### src/rtl/wsd_pkg.sv
package wsd_pkg;

	// WebSocket opcodes that the parser acts on
	localparam logic [3:0] OP_CONT   = 4'h0;
	localparam logic [3:0] OP_BINARY = 4'h2;
	localparam logic [3:0] OP_CLOSE  = 4'h8;
	localparam logic [3:0] OP_PING   = 4'h9;
	localparam logic [3:0] OP_DATA_MAX = 4'h7;

	// header byte fields and length codes
	localparam logic [7:0] HDR_TOP_BIT  = 8'h80;
	localparam logic [6:0] LEN_CODE_16  = 7'd126;
	localparam logic [6:0] LEN_CODE_64  = 7'd127;

	// reset value of the binary payload limit
	localparam logic [31:0] MAX_PAYLOAD_RESET = 32'h0010_0000;

	// event queue between parser and output stage
	localparam int FIFO_AW    = 2;
	localparam int FIFO_DEPTH = 1 << FIFO_AW;

	typedef enum logic [2:0] {
		EV_PAYLOAD   = 3'd0,
		EV_EMPTY_END = 3'd1,
		EV_PONG_REQ  = 3'd2,
		EV_CLOSE     = 3'd3,
		EV_OVERSIZE  = 3'd4
	} ev_kind_t;

	// one classified event, unmasking is left to the back end
	typedef struct packed {
		ev_kind_t   kind;
		logic [7:0] raw;
		logic [7:0] key;
		logic       masked;
		logic       frame_end;
		logic       final_flag;
	} ev_t;

	// queue status seen by both ends
	typedef struct packed {
		logic full;
		logic empty;
	} fifo_stat_t;

endpackage

### src/rtl/wsd_front.sv
module wsd_front (
	input  logic          clk,
	input  logic          arst_n,
	input  logic          in_valid,
	output logic          in_ready,
	input  logic [7:0]    rx_byte,
	input  logic          cfg_valid,
	input  logic [31:0]   cfg_data,
	input  wsd_pkg::fifo_stat_t q_stat,
	output logic          push,
	output wsd_pkg::ev_t  push_ev,
	output logic          closed
);
	import wsd_pkg::*;

	typedef enum logic [1:0] {
		ST_HEADER,
		ST_PAYLOAD,
		ST_CLOSED
	} st_t;

	st_t         state_q;
	logic [3:0]  hdr_idx_q;
	logic [6:0]  len_code_q;
	logic        fin_q;
	logic [3:0]  frame_op_q;
	logic        masked_q;
	logic [31:0] mask_key_q;
	logic [63:0] pay_len_q;
	logic [63:0] bytes_q;
	logic [3:0]  msg_op_q;
	logic [31:0] max_q;

	logic        accept;
	logic [6:0]  len_code_n;
	logic        masked_n;
	logic [63:0] pay_len_n;
	logic [31:0] mask_key_n;
	logic [3:0]  ext_len;
	logic [3:0]  hdr_total;
	logic [3:0]  idx_inc;
	logic        hdr_end;
	logic [3:0]  eff_op;
	logic [63:0] bytes_inc;
	logic        last;
	logic        oversize;
	logic        ev_valid;
	ev_t         ev;

	assign in_ready = !q_stat.full;
	assign accept   = in_valid && in_ready;
	assign closed   = (state_q == ST_CLOSED);

	// header field update for the current byte
	always_comb begin
		len_code_n = len_code_q;
		masked_n   = masked_q;
		pay_len_n  = pay_len_q;
		mask_key_n = mask_key_q;
		if (hdr_idx_q == 4'd1) begin
			masked_n   = (rx_byte & HDR_TOP_BIT) != 8'd0;
			len_code_n = rx_byte[6:0];
			pay_len_n  = (rx_byte[6:0] < LEN_CODE_16) ? {57'd0, rx_byte[6:0]} : 64'd0;
		end
		if (len_code_n == LEN_CODE_16) begin
			ext_len = 4'd2;
		end else if (len_code_n == LEN_CODE_64) begin
			ext_len = 4'd8;
		end else begin
			ext_len = 4'd0;
		end
		if (hdr_idx_q >= 4'd2) begin
			if (hdr_idx_q < 4'd2 + ext_len) begin
				pay_len_n = {pay_len_q[55:0], rx_byte};
			end else begin
				mask_key_n = {mask_key_q[23:0], rx_byte};
			end
		end
		hdr_total = 4'd2 + ext_len + (masked_n ? 4'd4 : 4'd0);
		idx_inc   = hdr_idx_q + 4'd1;
		hdr_end   = (hdr_idx_q != 4'd0) && (idx_inc >= hdr_total);
	end

	// payload bookkeeping
	assign eff_op    = (frame_op_q == OP_CONT) ? msg_op_q : frame_op_q;
	assign bytes_inc = bytes_q + 64'd1;
	assign last      = (bytes_inc == pay_len_q);
	assign oversize  = pay_len_q > {32'd0, max_q};

	// classify the byte into at most one event
	always_comb begin
		ev_valid      = 1'b0;
		ev.kind       = EV_PAYLOAD;
		ev.raw        = 8'd0;
		ev.key        = 8'd0;
		ev.masked     = 1'b0;
		ev.frame_end  = 1'b0;
		ev.final_flag = 1'b0;
		case (state_q)
			ST_HEADER: begin
				if (hdr_end) begin
					if (frame_op_q == OP_CLOSE) begin
						ev_valid = 1'b1;
						ev.kind  = EV_CLOSE;
					end else if (pay_len_n == 64'd0) begin
						if (eff_op == OP_BINARY) begin
							ev_valid      = 1'b1;
							ev.kind       = EV_EMPTY_END;
							ev.frame_end  = 1'b1;
							ev.final_flag = fin_q;
						end else if (eff_op == OP_PING) begin
							ev_valid = 1'b1;
							ev.kind  = EV_PONG_REQ;
						end
					end
				end
			end
			ST_PAYLOAD: begin
				if (eff_op == OP_BINARY) begin
					ev_valid = 1'b1;
					if (oversize) begin
						ev.kind = EV_OVERSIZE;
					end else begin
						ev.kind       = EV_PAYLOAD;
						ev.raw        = rx_byte;
						ev.masked     = masked_q;
						ev.frame_end  = last;
						ev.final_flag = last && fin_q;
						case (bytes_q[1:0])
							2'd0:    ev.key = mask_key_q[31:24];
							2'd1:    ev.key = mask_key_q[23:16];
							2'd2:    ev.key = mask_key_q[15:8];
							default: ev.key = mask_key_q[7:0];
						endcase
					end
				end else if (eff_op == OP_PING && last) begin
					ev_valid = 1'b1;
					ev.kind  = EV_PONG_REQ;
				end
			end
			default: ev_valid = 1'b0;
		endcase
	end

	assign push    = accept && ev_valid;
	assign push_ev = ev;

	// parser state and frame fields
	always_ff @(posedge clk or negedge arst_n) begin
		if (!arst_n) begin
			state_q    <= ST_HEADER;
			hdr_idx_q  <= 4'd0;
			len_code_q <= 7'd0;
			fin_q      <= 1'b0;
			frame_op_q <= OP_CONT;
			masked_q   <= 1'b0;
			mask_key_q <= 32'd0;
			pay_len_q  <= 64'd0;
			bytes_q    <= 64'd0;
			msg_op_q   <= OP_CONT;
			max_q      <= MAX_PAYLOAD_RESET;
		end else begin
			if (cfg_valid) begin
				max_q <= cfg_data;
			end
			if (accept) begin
				case (state_q)
					ST_HEADER: begin
						if (hdr_idx_q == 4'd0) begin
							fin_q      <= (rx_byte & HDR_TOP_BIT) != 8'd0;
							frame_op_q <= rx_byte[3:0];
							pay_len_q  <= 64'd0;
							hdr_idx_q  <= 4'd1;
						end else begin
							masked_q   <= masked_n;
							len_code_q <= len_code_n;
							pay_len_q  <= pay_len_n;
							mask_key_q <= mask_key_n;
							if (hdr_end) begin
								hdr_idx_q <= 4'd0;
								bytes_q   <= 64'd0;
								if (frame_op_q == OP_CLOSE) begin
									state_q <= ST_CLOSED;
								end else begin
									if (frame_op_q != OP_CONT && frame_op_q <= OP_DATA_MAX) begin
										msg_op_q <= frame_op_q;
									end
									state_q <= (pay_len_n == 64'd0) ? ST_HEADER : ST_PAYLOAD;
								end
							end else begin
								hdr_idx_q <= idx_inc;
							end
						end
					end
					ST_PAYLOAD: begin
						bytes_q <= bytes_inc;
						if (eff_op == OP_BINARY && oversize) begin
							state_q <= ST_CLOSED;
						end else if (last) begin
							state_q <= ST_HEADER;
						end
					end
					default: state_q <= ST_CLOSED;
				endcase
			end
		end
	end

endmodule

### src/rtl/wsd_fifo.sv
module wsd_fifo (
	input  logic                clk,
	input  logic                arst_n,
	input  logic                push,
	input  wsd_pkg::ev_t        wdata,
	input  logic                pop,
	output wsd_pkg::ev_t        rdata,
	output wsd_pkg::fifo_stat_t stat
);
	import wsd_pkg::*;

	ev_t              mem_q [FIFO_DEPTH];
	logic [FIFO_AW-1:0] wr_ptr_q;
	logic [FIFO_AW-1:0] rd_ptr_q;
	logic [FIFO_AW:0]   count_q;

	assign stat.full  = (count_q == FIFO_AW'(0) + (FIFO_AW+1)'(FIFO_DEPTH));
	assign stat.empty = (count_q == '0);
	assign rdata      = mem_q[rd_ptr_q];

	// entry storage
	always_ff @(posedge clk) begin
		if (push) begin
			mem_q[wr_ptr_q] <= wdata;
		end
	end

	// pointers and fill count
	always_ff @(posedge clk or negedge arst_n) begin
		if (!arst_n) begin
			wr_ptr_q <= '0;
			rd_ptr_q <= '0;
			count_q  <= '0;
		end else begin
			if (push) begin
				wr_ptr_q <= wr_ptr_q + FIFO_AW'(1);
			end
			if (pop) begin
				rd_ptr_q <= rd_ptr_q + FIFO_AW'(1);
			end
			if (push && !pop) begin
				count_q <= count_q + (FIFO_AW+1)'(1);
			end else if (pop && !push) begin
				count_q <= count_q - (FIFO_AW+1)'(1);
			end
		end
	end

endmodule

### src/rtl/wsd_back.sv
module wsd_back (
	input  logic                clk,
	input  logic                arst_n,
	input  wsd_pkg::ev_t        q_data,
	input  wsd_pkg::fifo_stat_t q_stat,
	output logic                pop,
	output logic                out_valid,
	input  logic                out_ready,
	output logic [2:0]          event_kind,
	output logic [7:0]          data_byte,
	output logic                frame_end,
	output logic                message_final
);
	import wsd_pkg::*;

	logic       valid_q;
	logic [2:0] kind_q;
	logic [7:0] data_q;
	logic       end_q;
	logic       final_q;
	logic [7:0] unmasked;

	// refill the output register when it is empty or being taken
	assign pop      = !q_stat.empty && (!valid_q || out_ready);
	assign unmasked = q_data.masked ? (q_data.raw ^ q_data.key) : q_data.raw;

	always_ff @(posedge clk or negedge arst_n) begin
		if (!arst_n) begin
			valid_q <= 1'b0;
		end else if (pop) begin
			valid_q <= 1'b1;
		end else if (out_ready) begin
			valid_q <= 1'b0;
		end
	end

	// output payload
	always_ff @(posedge clk) begin
		if (pop) begin
			kind_q  <= q_data.kind;
			data_q  <= unmasked;
			end_q   <= q_data.frame_end;
			final_q <= q_data.final_flag;
		end
	end

	assign out_valid     = valid_q;
	assign event_kind    = kind_q;
	assign data_byte     = data_q;
	assign frame_end     = end_q;
	assign message_final = final_q;

endmodule

### src/rtl/websocket_rx_deframer.sv
// Channel   Direction  Handshake              Payload
// in        input      in_valid / in_ready    rx_byte[7:0]
// cfg       input      cfg_valid / cfg_ready  cfg_data[31:0] (max_binary_payload)
// out       output     out_valid / out_ready  event_kind[2:0], data_byte[7:0],
//                                             frame_end, message_final
//
// One byte per cycle is accepted while the four-entry event queue has room.
// A byte's event is written to the queue at its transfer edge and moves on into
// the output register when the back end pops it; bytes without an event only
// advance the parser.
// Reset clears the parser, the queue and the output register at once.
// A stalled output fills the queue; in_ready drops only when it is full.
// After a close event bytes are still taken and dropped until reset.
module websocket_rx_deframer (
	input  logic        clk,
	input  logic        arst_n,
	input  logic        in_valid,
	output logic        in_ready,
	input  logic [7:0]  rx_byte,
	input  logic        cfg_valid,
	output logic        cfg_ready,
	input  logic [31:0] cfg_data,
	output logic        out_valid,
	input  logic        out_ready,
	output logic [2:0]  event_kind,
	output logic [7:0]  data_byte,
	output logic        frame_end,
	output logic        message_final
);
	import wsd_pkg::*;

	logic       push;
	logic       pop;
	logic       closed;
	ev_t        push_ev;
	ev_t        q_data;
	fifo_stat_t q_stat;

	assign cfg_ready = 1'b1;

	// header parser and event classifier
	wsd_front u_front (
		.clk       (clk),
		.arst_n    (arst_n),
		.in_valid  (in_valid),
		.in_ready  (in_ready),
		.rx_byte   (rx_byte),
		.cfg_valid (cfg_valid),
		.cfg_data  (cfg_data),
		.q_stat    (q_stat),
		.push      (push),
		.push_ev   (push_ev),
		.closed    (closed)
	);

	// event queue
	wsd_fifo u_fifo (
		.clk    (clk),
		.arst_n (arst_n),
		.push   (push),
		.wdata  (push_ev),
		.pop    (pop),
		.rdata  (q_data),
		.stat   (q_stat)
	);

	// unmasking and output register
	wsd_back u_back (
		.clk           (clk),
		.arst_n        (arst_n),
		.q_data        (q_data),
		.q_stat        (q_stat),
		.pop           (pop),
		.out_valid     (out_valid),
		.out_ready     (out_ready),
		.event_kind    (event_kind),
		.data_byte     (data_byte),
		.frame_end     (frame_end),
		.message_final (message_final)
	);

	// nothing is queued once the connection is closed
	a_closed_silent: assert property (@(posedge clk) disable iff (!arst_n)
		closed |-> !push)
		else $error("event queued after close");

	// frame end only on payload or empty binary frame results
	a_end_kind: assert property (@(posedge clk) disable iff (!arst_n)
		out_valid && frame_end |-> (event_kind == EV_PAYLOAD || event_kind == EV_EMPTY_END))
		else $error("frame_end on a non-frame event");

	// message_final only with frame_end
	a_final_end: assert property (@(posedge clk) disable iff (!arst_n)
		out_valid && message_final |-> frame_end)
		else $error("message_final without frame_end");

	// non-payload events carry zero data
	a_data_zero: assert property (@(posedge clk) disable iff (!arst_n)
		out_valid && event_kind != EV_PAYLOAD |-> data_byte == 8'd0)
		else $error("data on a non-payload event");

	// no push into a full queue
	a_no_overflow: assert property (@(posedge clk) disable iff (!arst_n)
		q_stat.full |-> !push)
		else $error("push into full event queue");

endmodule

### config.mk
export PLATFORM = sky130hd
export DESIGN_NAME = websocket_rx_deframer
export DESIGN_NICKNAME = d
export VERILOG_FILES = /design/src/rtl/wsd_pkg.sv /design/src/rtl/wsd_front.sv /design/src/rtl/wsd_fifo.sv /design/src/rtl/wsd_back.sv /design/src/rtl/websocket_rx_deframer.sv
export SDC_FILE = /design/constraint.sdc
export NUM_CORES = 1
export LEC_CHECK = 0
export BUFFER_PORTS_ARGS = -buffer_cell sky130_fd_sc_hd__buf_2
export CORE_ASPECT_RATIO = 1.1
export CORE_MARGIN = 3
export CORE_UTILIZATION = 63
export DETAILED_ROUTE_END_ITERATION = 7
export PLACE_DENSITY = 0.88
export REMOVE_ABC_BUFFERS = 1
export SETUP_SLACK_MARGIN = 0.05
export SYNTH_ARGS = -nofsm -noshare
export SYNTH_HDL_FRONTEND = slang
export SYNTH_HIERARCHICAL = 1
export SYNTH_SLANG_ARGS = --single-unit
export TNS_END_PERCENT = 1
### constraint.sdc
create_clock -name clk -period 5.8 [get_ports clk]
set_input_delay 0.29 -clock clk [delete_from_list [all_inputs] [get_ports clk]]
set_output_delay 0.29 -clock clk [all_outputs]
set_load 0.01 [all_outputs]
# Yosys cells after proc, flatten, opt, wreduce, memory -nomap -nowiden
# Memory sizes are Yosys's and may differ from the RTL's.
# Index checks and enable logic that the tools add are counted.
[op_classes] n_addsub=8 order_cmp=6 n_eq_ne=14 mux=56 bitwise=4 n_reduce_logical=34
[op_table] cell="$mux W64" n=6
[op_table] cell="$pmux W64 S2" n=1
[op_table] cell="$add A64 B1 Y64 const B" n=1
[op_table] cell="$eq A64 B64 Y1" n=1
[op_table] cell="$gt A64 B32 Y1" n=1
[op_table] cell="$logic_not A64 Y1" n=1
[op_table] cell="$mux W19" n=2
[op_table] cell="$mux W3" n=9
[op_table] cell="$pmux W8 S3" n=1
[op_table] cell="$mux W2" n=11
[op_table] cell="$mux W4" n=5
[op_table] cell="$mux W17" n=1
[op_table] cell="$eq A7 B7 Y1 const B" n=2
[op_table] cell="$mux W7" n=2
[op_table] cell="$mux W1" n=13
[op_table] cell="$logic_and A1 B1 Y1" n=10
[op_table] cell="$eq A4 B4 Y1 const B" n=2
[op_table] cell="$logic_not A4 Y1" n=2
[op_table] cell="$mux W8" n=1
[op_table] cell="$pmux W2 S2" n=2
[op_table] cell="$reduce_and A4 Y1" n=2
[op_table] cell="$reduce_bool A4 Y1" n=2
[op_table] cell="$xor A8 B8 Y8" n=1
[op_table] cell="$lt A7 B7 Y1 const B" n=1
[op_table] cell="other kinds (30)" n=42
[word_totals] regBits=236 ramBits=88 input_bits=45 word_cells=142 memories=1
[mem_list] name="u_fifo.mem_q" words=4 width=22 read_ports=1 rd_ports_with_merged_regs=0 write_ports=1 line="wsd_fifo.sv:12" rtl="ev_t mem_q [FIFO_DEPTH];"

# Longest topological paths before layout
[depth] ltp_word=19 mapped_depth=23 depth_no_buf=22

# Modules after synthesis
# The synthesis kept the hierarchy.
[by_module_without_submodules] mod="wsd_front" instances=1 cells_per_inst=1381 area_per_inst_um2=12849.8
[by_module_without_submodules] mod="wsd_fifo" instances=1 cells_per_inst=149 area_per_inst_um2=3604.7
[by_module_without_submodules] mod="wsd_back" instances=1 cells_per_inst=35 area_per_inst_um2=634.4
[by_module_without_submodules] mod="websocket_rx_deframer" instances=1 cells_per_inst=2 area_per_inst_um2=11.3

# Least setup slack after synthesis
# Ideal clock, no wire load.
[synth_path] kind="register to register" start="register u_front.hdr_idx_q[1]" end="register u_fifo.count_q[2]" setup_time_ns=0.079 arrival_time_ns=4.650 slack_ns=1.071 path_stages_with_launch=22 synth_period_minus_slack_ns=4.729 path_cell_list="dfrtp_1 -> inv_1 -> ha_1 -> or3b_2 -> clkbuf_1 -> nor4_1 -> nor2_1 -> ha_1 -> or3_1 -> o31ai_1 -> nand2_1 -> a32oi_1 -> o211ai_1 -> a21o_1 -> a211oi_1 -> a21o_1 -> ha_1 -> inv_1 -> fa_1 -> xor2_1 -> nor2_1 -> xor2_1"
[synth_between] elab_chain_len=18 word_cells_on_any_way=30 classes_between="add/sub: 3; order compare: 3; eq/ne: 3; mux: 13; reduce/logical: 8"
[synth_lines] item="from (decl)" line="wsd_front.sv:23" rtl="logic [3:0] hdr_idx_q;"
[synth_lines] item="from (signal assigned)" line="wsd_front.sv:191" rtl="hdr_idx_q <= idx_inc;"
[synth_lines] item="$eq A4 B1 Y1" line="wsd_front.sv:60" rtl="if (hdr_idx_q == 4'd1) begin"
[synth_lines] item="$mux W7" line="wsd_front.sv:60"
[synth_lines] item="$eq A7 B7 Y1" line="wsd_front.sv:67" rtl="end else if (len_code_n == LEN_CODE_64) begin"
[synth_lines] item="$mux W4" line="wsd_front.sv:67"
[synth_lines] item="$mux W4" line="wsd_front.sv:65" rtl="if (len_code_n == LEN_CODE_16) begin"
[synth_lines] item="$add A2 B4 Y4" line="wsd_front.sv:73, wsd_front.sv:79"
[synth_lines] item="$lt A4 B4 Y1" line="wsd_front.sv:73" rtl="if (hdr_idx_q < 4'd2 + ext_len) begin"
[synth_lines] item="$mux W64" line="wsd_front.sv:73"
[synth_lines] item="[... 3 more ...]"
[synth_lines] item="$mux W1" line="wsd_front.sv:102" rtl="if (frame_op_q == OP_CLOSE) begin"
[synth_lines] item="$mux W1 *" line="wsd_front.sv:101" rtl="if (hdr_end) begin"
[synth_lines] item="$pmux W1 S2 *" line="wsd_front.sv:99" rtl="case (state_q)"
[synth_lines] item="$logic_and A1 B1 Y1 *" line="wsd_front.sv:145" rtl="assign push = accept && ev_valid;"
[synth_lines] item="net push" line="websocket_rx_deframer.sv:32" rtl="logic push;"
[synth_lines] item="$logic_not A1 Y1" line="wsd_fifo.sv:43" rtl="end else if (pop && !push) begin"
[synth_lines] item="$logic_and A1 B1 Y1" line="wsd_fifo.sv:43"
[synth_lines] item="$reduce_bool A2 Y1 (no line)"
[synth_lines] item="to (signal assigned)" line="wsd_fifo.sv:42" rtl="count_q <= count_q + (FIFO_AW+1)'(1);"
[synth_lines] item="to (signal assigned)" line="wsd_fifo.sv:44" rtl="count_q <= count_q - (FIFO_AW+1)'(1);"
[synth_lines] item="to (decl)" line="wsd_fifo.sv:15" rtl="logic [FIFO_AW:0] count_q;"
# Mark *: on every way through the listed nets, which the timed path passes. The rest lies on a longest branch.
# A chain may end at the register's enable or synchronous reset.

# Final worst setup path
# Ends and elaborated chain as after synthesis.

==> flow_summary.ini <==
[run_status]
outcome = finished, violations left
violations = design-rule violations

[detailed_routing]
wirelength_met1_mm = 17.7
vias = 13426
first_pass_iters = 8
vias_per_cell = 6.70
wl_per_cell_um = 22.7
met3_length_mm = 3.46
drt-initial-drc-count = 1811
routed.top_layer = met4
antenna_left = 0
drt_wl_total_mm = 45.5
met2_length_mm = 22.5
drcViolationCount = 8

[cts]
cts_buffers = 36
clock_tree.root_cell = clkbuf_16
clk_pin_slew_worst_paths_ns = 0.06
cts_tree = yes
clock_sinks = 324
clkLatencyLatePin_ns = 0.53
htreeDepth = 2
cts_buffer_depth = 3
cts_setup_buffers = 0

[sta]
fin_tns_setup_ns = 0
post-route-min-period_ns = 5.38
finalSetupViolations = 0
hold_viol = 0
max_slew_margin_pct = 21.7
worst_pin_slew_ns = 1.17
rsz0062_at_grt = false
clock.fmax_mhz = 186
drv_slew = 0
fin_worst_skew_ns = 0.0232
period_share_pct = 92.8

[grt]
grt_pass1_wl_mm = 72.6
antenna_found_initial = 0
gr-usage-all-layers_pct = 31.6
grt_remaining_overflow = 0
grt_pass1_vias = 13320
grt_max_degree = 85

[final_layout]
ff_latch_area_um2 = 8610
fillers = 1779
multi_input_area_um2 = 7870
drive_above_1_share_pct = 15.3
area_growth_pct = 12.3
nets = 1719
fin_cells = 2003

[die]
num_rows = 62
die_h_um = 179
start_util_pct = 64.8
core_area_um2 = 26400
die_area_um2 = 29100
die_w_um = 163
io_pins = 61

[placed_design]
dpl.cell_count = 1905
portBuffers = 59
gp_congestion = 0.966
hpwl_mm = 29.4

[logic_synthesis]
syn_area_um2 = 17100
synth_cells = 1566
yosysWarnings = 6
syn_avg_cell_area_um2 = 10.9

[worst_setup_path]
worstPathRequired_ns = 6.24
arrival_ns = 5.82
crit_type = reg2reg
worstPathMaxFanout = 10
start_kind = flop
crit_path_end_kind = flop

[power_and_ir_drop]
power_mw = 6.87
leakage_nw = 8.00
ir_drop_mv = 0.399
powerDensity_nw_per_um2 = 358

[run]
max-cap-violations = 0

[hold_path]
hp-class = in2reg
worst paths after layout:
path                                             startpoint  cells after the start                                end  slack (ns)
max                        u_front/hdr_idx_q[1]$_DFFE_PN0P_                     20      u_fifo/count_q[2]$_DFFE_PN0P_        0.42
min                                            cfg_data[21]                      3      u_front/max_q[21]$_DFFE_PN0P_        0.06
max reg2reg                u_front/hdr_idx_q[1]$_DFFE_PN0P_                     20      u_fifo/count_q[2]$_DFFE_PN0P_        0.42
min reg2reg                   u_fifo/count_q[2]$_DFFE_PN0P_                      1      u_fifo/count_q[2]$_DFFE_PN0P_        0.49
max in group asynchronous                            arst_n                      3    u_front/bytes_q[35]$_DFFE_PN0P_        4.02
min in group asynchronous                            arst_n                      2  u_front/pay_len_q[52]$_DFFE_PN0P_        0.32
through the flow:
step / hold WS, ns / setup WS [ns] / utilization, % / cell area [um2]
after detailed placement: 0.313 / 0.498 / 66.7 / 17600
after floorplan: -0.00559 / 0.706 / - / 16700
after global placement: 0.313 / 0.674 / 66.7 / 17600
after global routing: 0.0598 / 0.0403 / 72.8 / 19200
final: 0.0551 / 0.420 / 72.8 / 19200
after CTS: 0.0115 / 0.437 / 72.8 / 19200
layer usage:
layer,track usage [%],vias to the layer above
met5,0,-
met4,12.4,0
met2,53.7,699
li1,-,5949
met1,41.1,6636
met3,4.83,142
cell type report:
type                            instances  share of cell area (%)
Antenna cell                            1                  0.0130
Timing Repair Buffer                  114                    4.16
Multi-Input combinational cell       1093                    41.0
Tap cell                              352                    2.29
Sequential cell                       324                    44.9
Inverter                               54                    1.06
Clock inverter                         17                    1.31
Clock buffer                           48                    5.30
flip-flops by register name, summed over array words and instances (netlist names):
name	flops
u_front/frame_op_q	4
u_front/mask_key_q	32
u_fifo/mem_q	88
u_back/event_kind	3
u_back/data_byte	8
u_fifo/wr_ptr_q	2
u_back/frame_end	1
u_back/message_final	1
u_fifo/rd_ptr_q	2
u_front/pay_len_q	64
u_front/fin_q	1
u_fifo/count_q	3
u_front/masked_q	1
u_front/len_code_q	7
u_front/msg_op_q	4
u_front/max_q	32
u_front/bytes_q	64
u_back/out_valid	1
u_front/hdr_idx_q	4
u_front/state_q	2
power breakdown:
group / internal [mW] / switching [mW] / total [mW]
combinational: 0.670 / 0.849 / 1.52
clock: 1.47 / 0.943 / 2.41
sequential: 2.60 / 0.332 / 2.94
critical path: stages (launching register included):
cell and delay [ns]:
dfrtp_1 0.45, inv_1 0.11, ha_1 0.16, or3b_2 0.58
nor4_2 0.36, nor2_1 0.14, ha_1 0.23, or3_1 0.35
o31ai_1 0.34, nand2_1 0.28, a32oi_1 0.30, o211ai_1 0.21
a21o_1 0.21, a211oi_1 0.25, a21o_1 0.24, ha_1 0.22
inv_1 0.06, fa_1 0.38, xor2_1 0.17, nor2_1 0.11
xor2_1 0.15
cell usage in the layout (no fill, tap or decap), types with 11 or more instances in the layout:
| master | count |
|---|---|
| buf_4 | 23 |
| a31oi_1 | 23 |
| nor3_1 | 25 |
| nand4_1 | 43 |
| clkbuf_16 | 37 |
| and4_1 | 11 |
| o21ai_0 | 130 |
| xnor2_1 | 80 |
| dfrtp_1 | 222 |
| mux2_2 | 54 |
| nand3_1 | 42 |
| a21oi_1 | 54 |
| edfxtp_1 | 101 |
| dlygate4sd3_1 | 32 |
| buf_2 | 58 |
| mux4_2 | 18 |
| nor2_1 | 96 |
| and3_1 | 15 |
| o31ai_1 | 19 |
| nand2_1 | 114 |
| xor2_1 | 29 |
| ha_1 | 50 |
| and2_1 | 24 |
| a22o_1 | 69 |
| inv_1 | 54 |
| o41ai_1 | 14 |
| nor4_1 | 29 |
timing repair:
item,in CTS,in global routing
hold buffers,32,0
resized for setup,0,1
hold endpoints to repair,113,0
endpoints found under the setup margin,0,1
(Power assumes the default switching activity.)
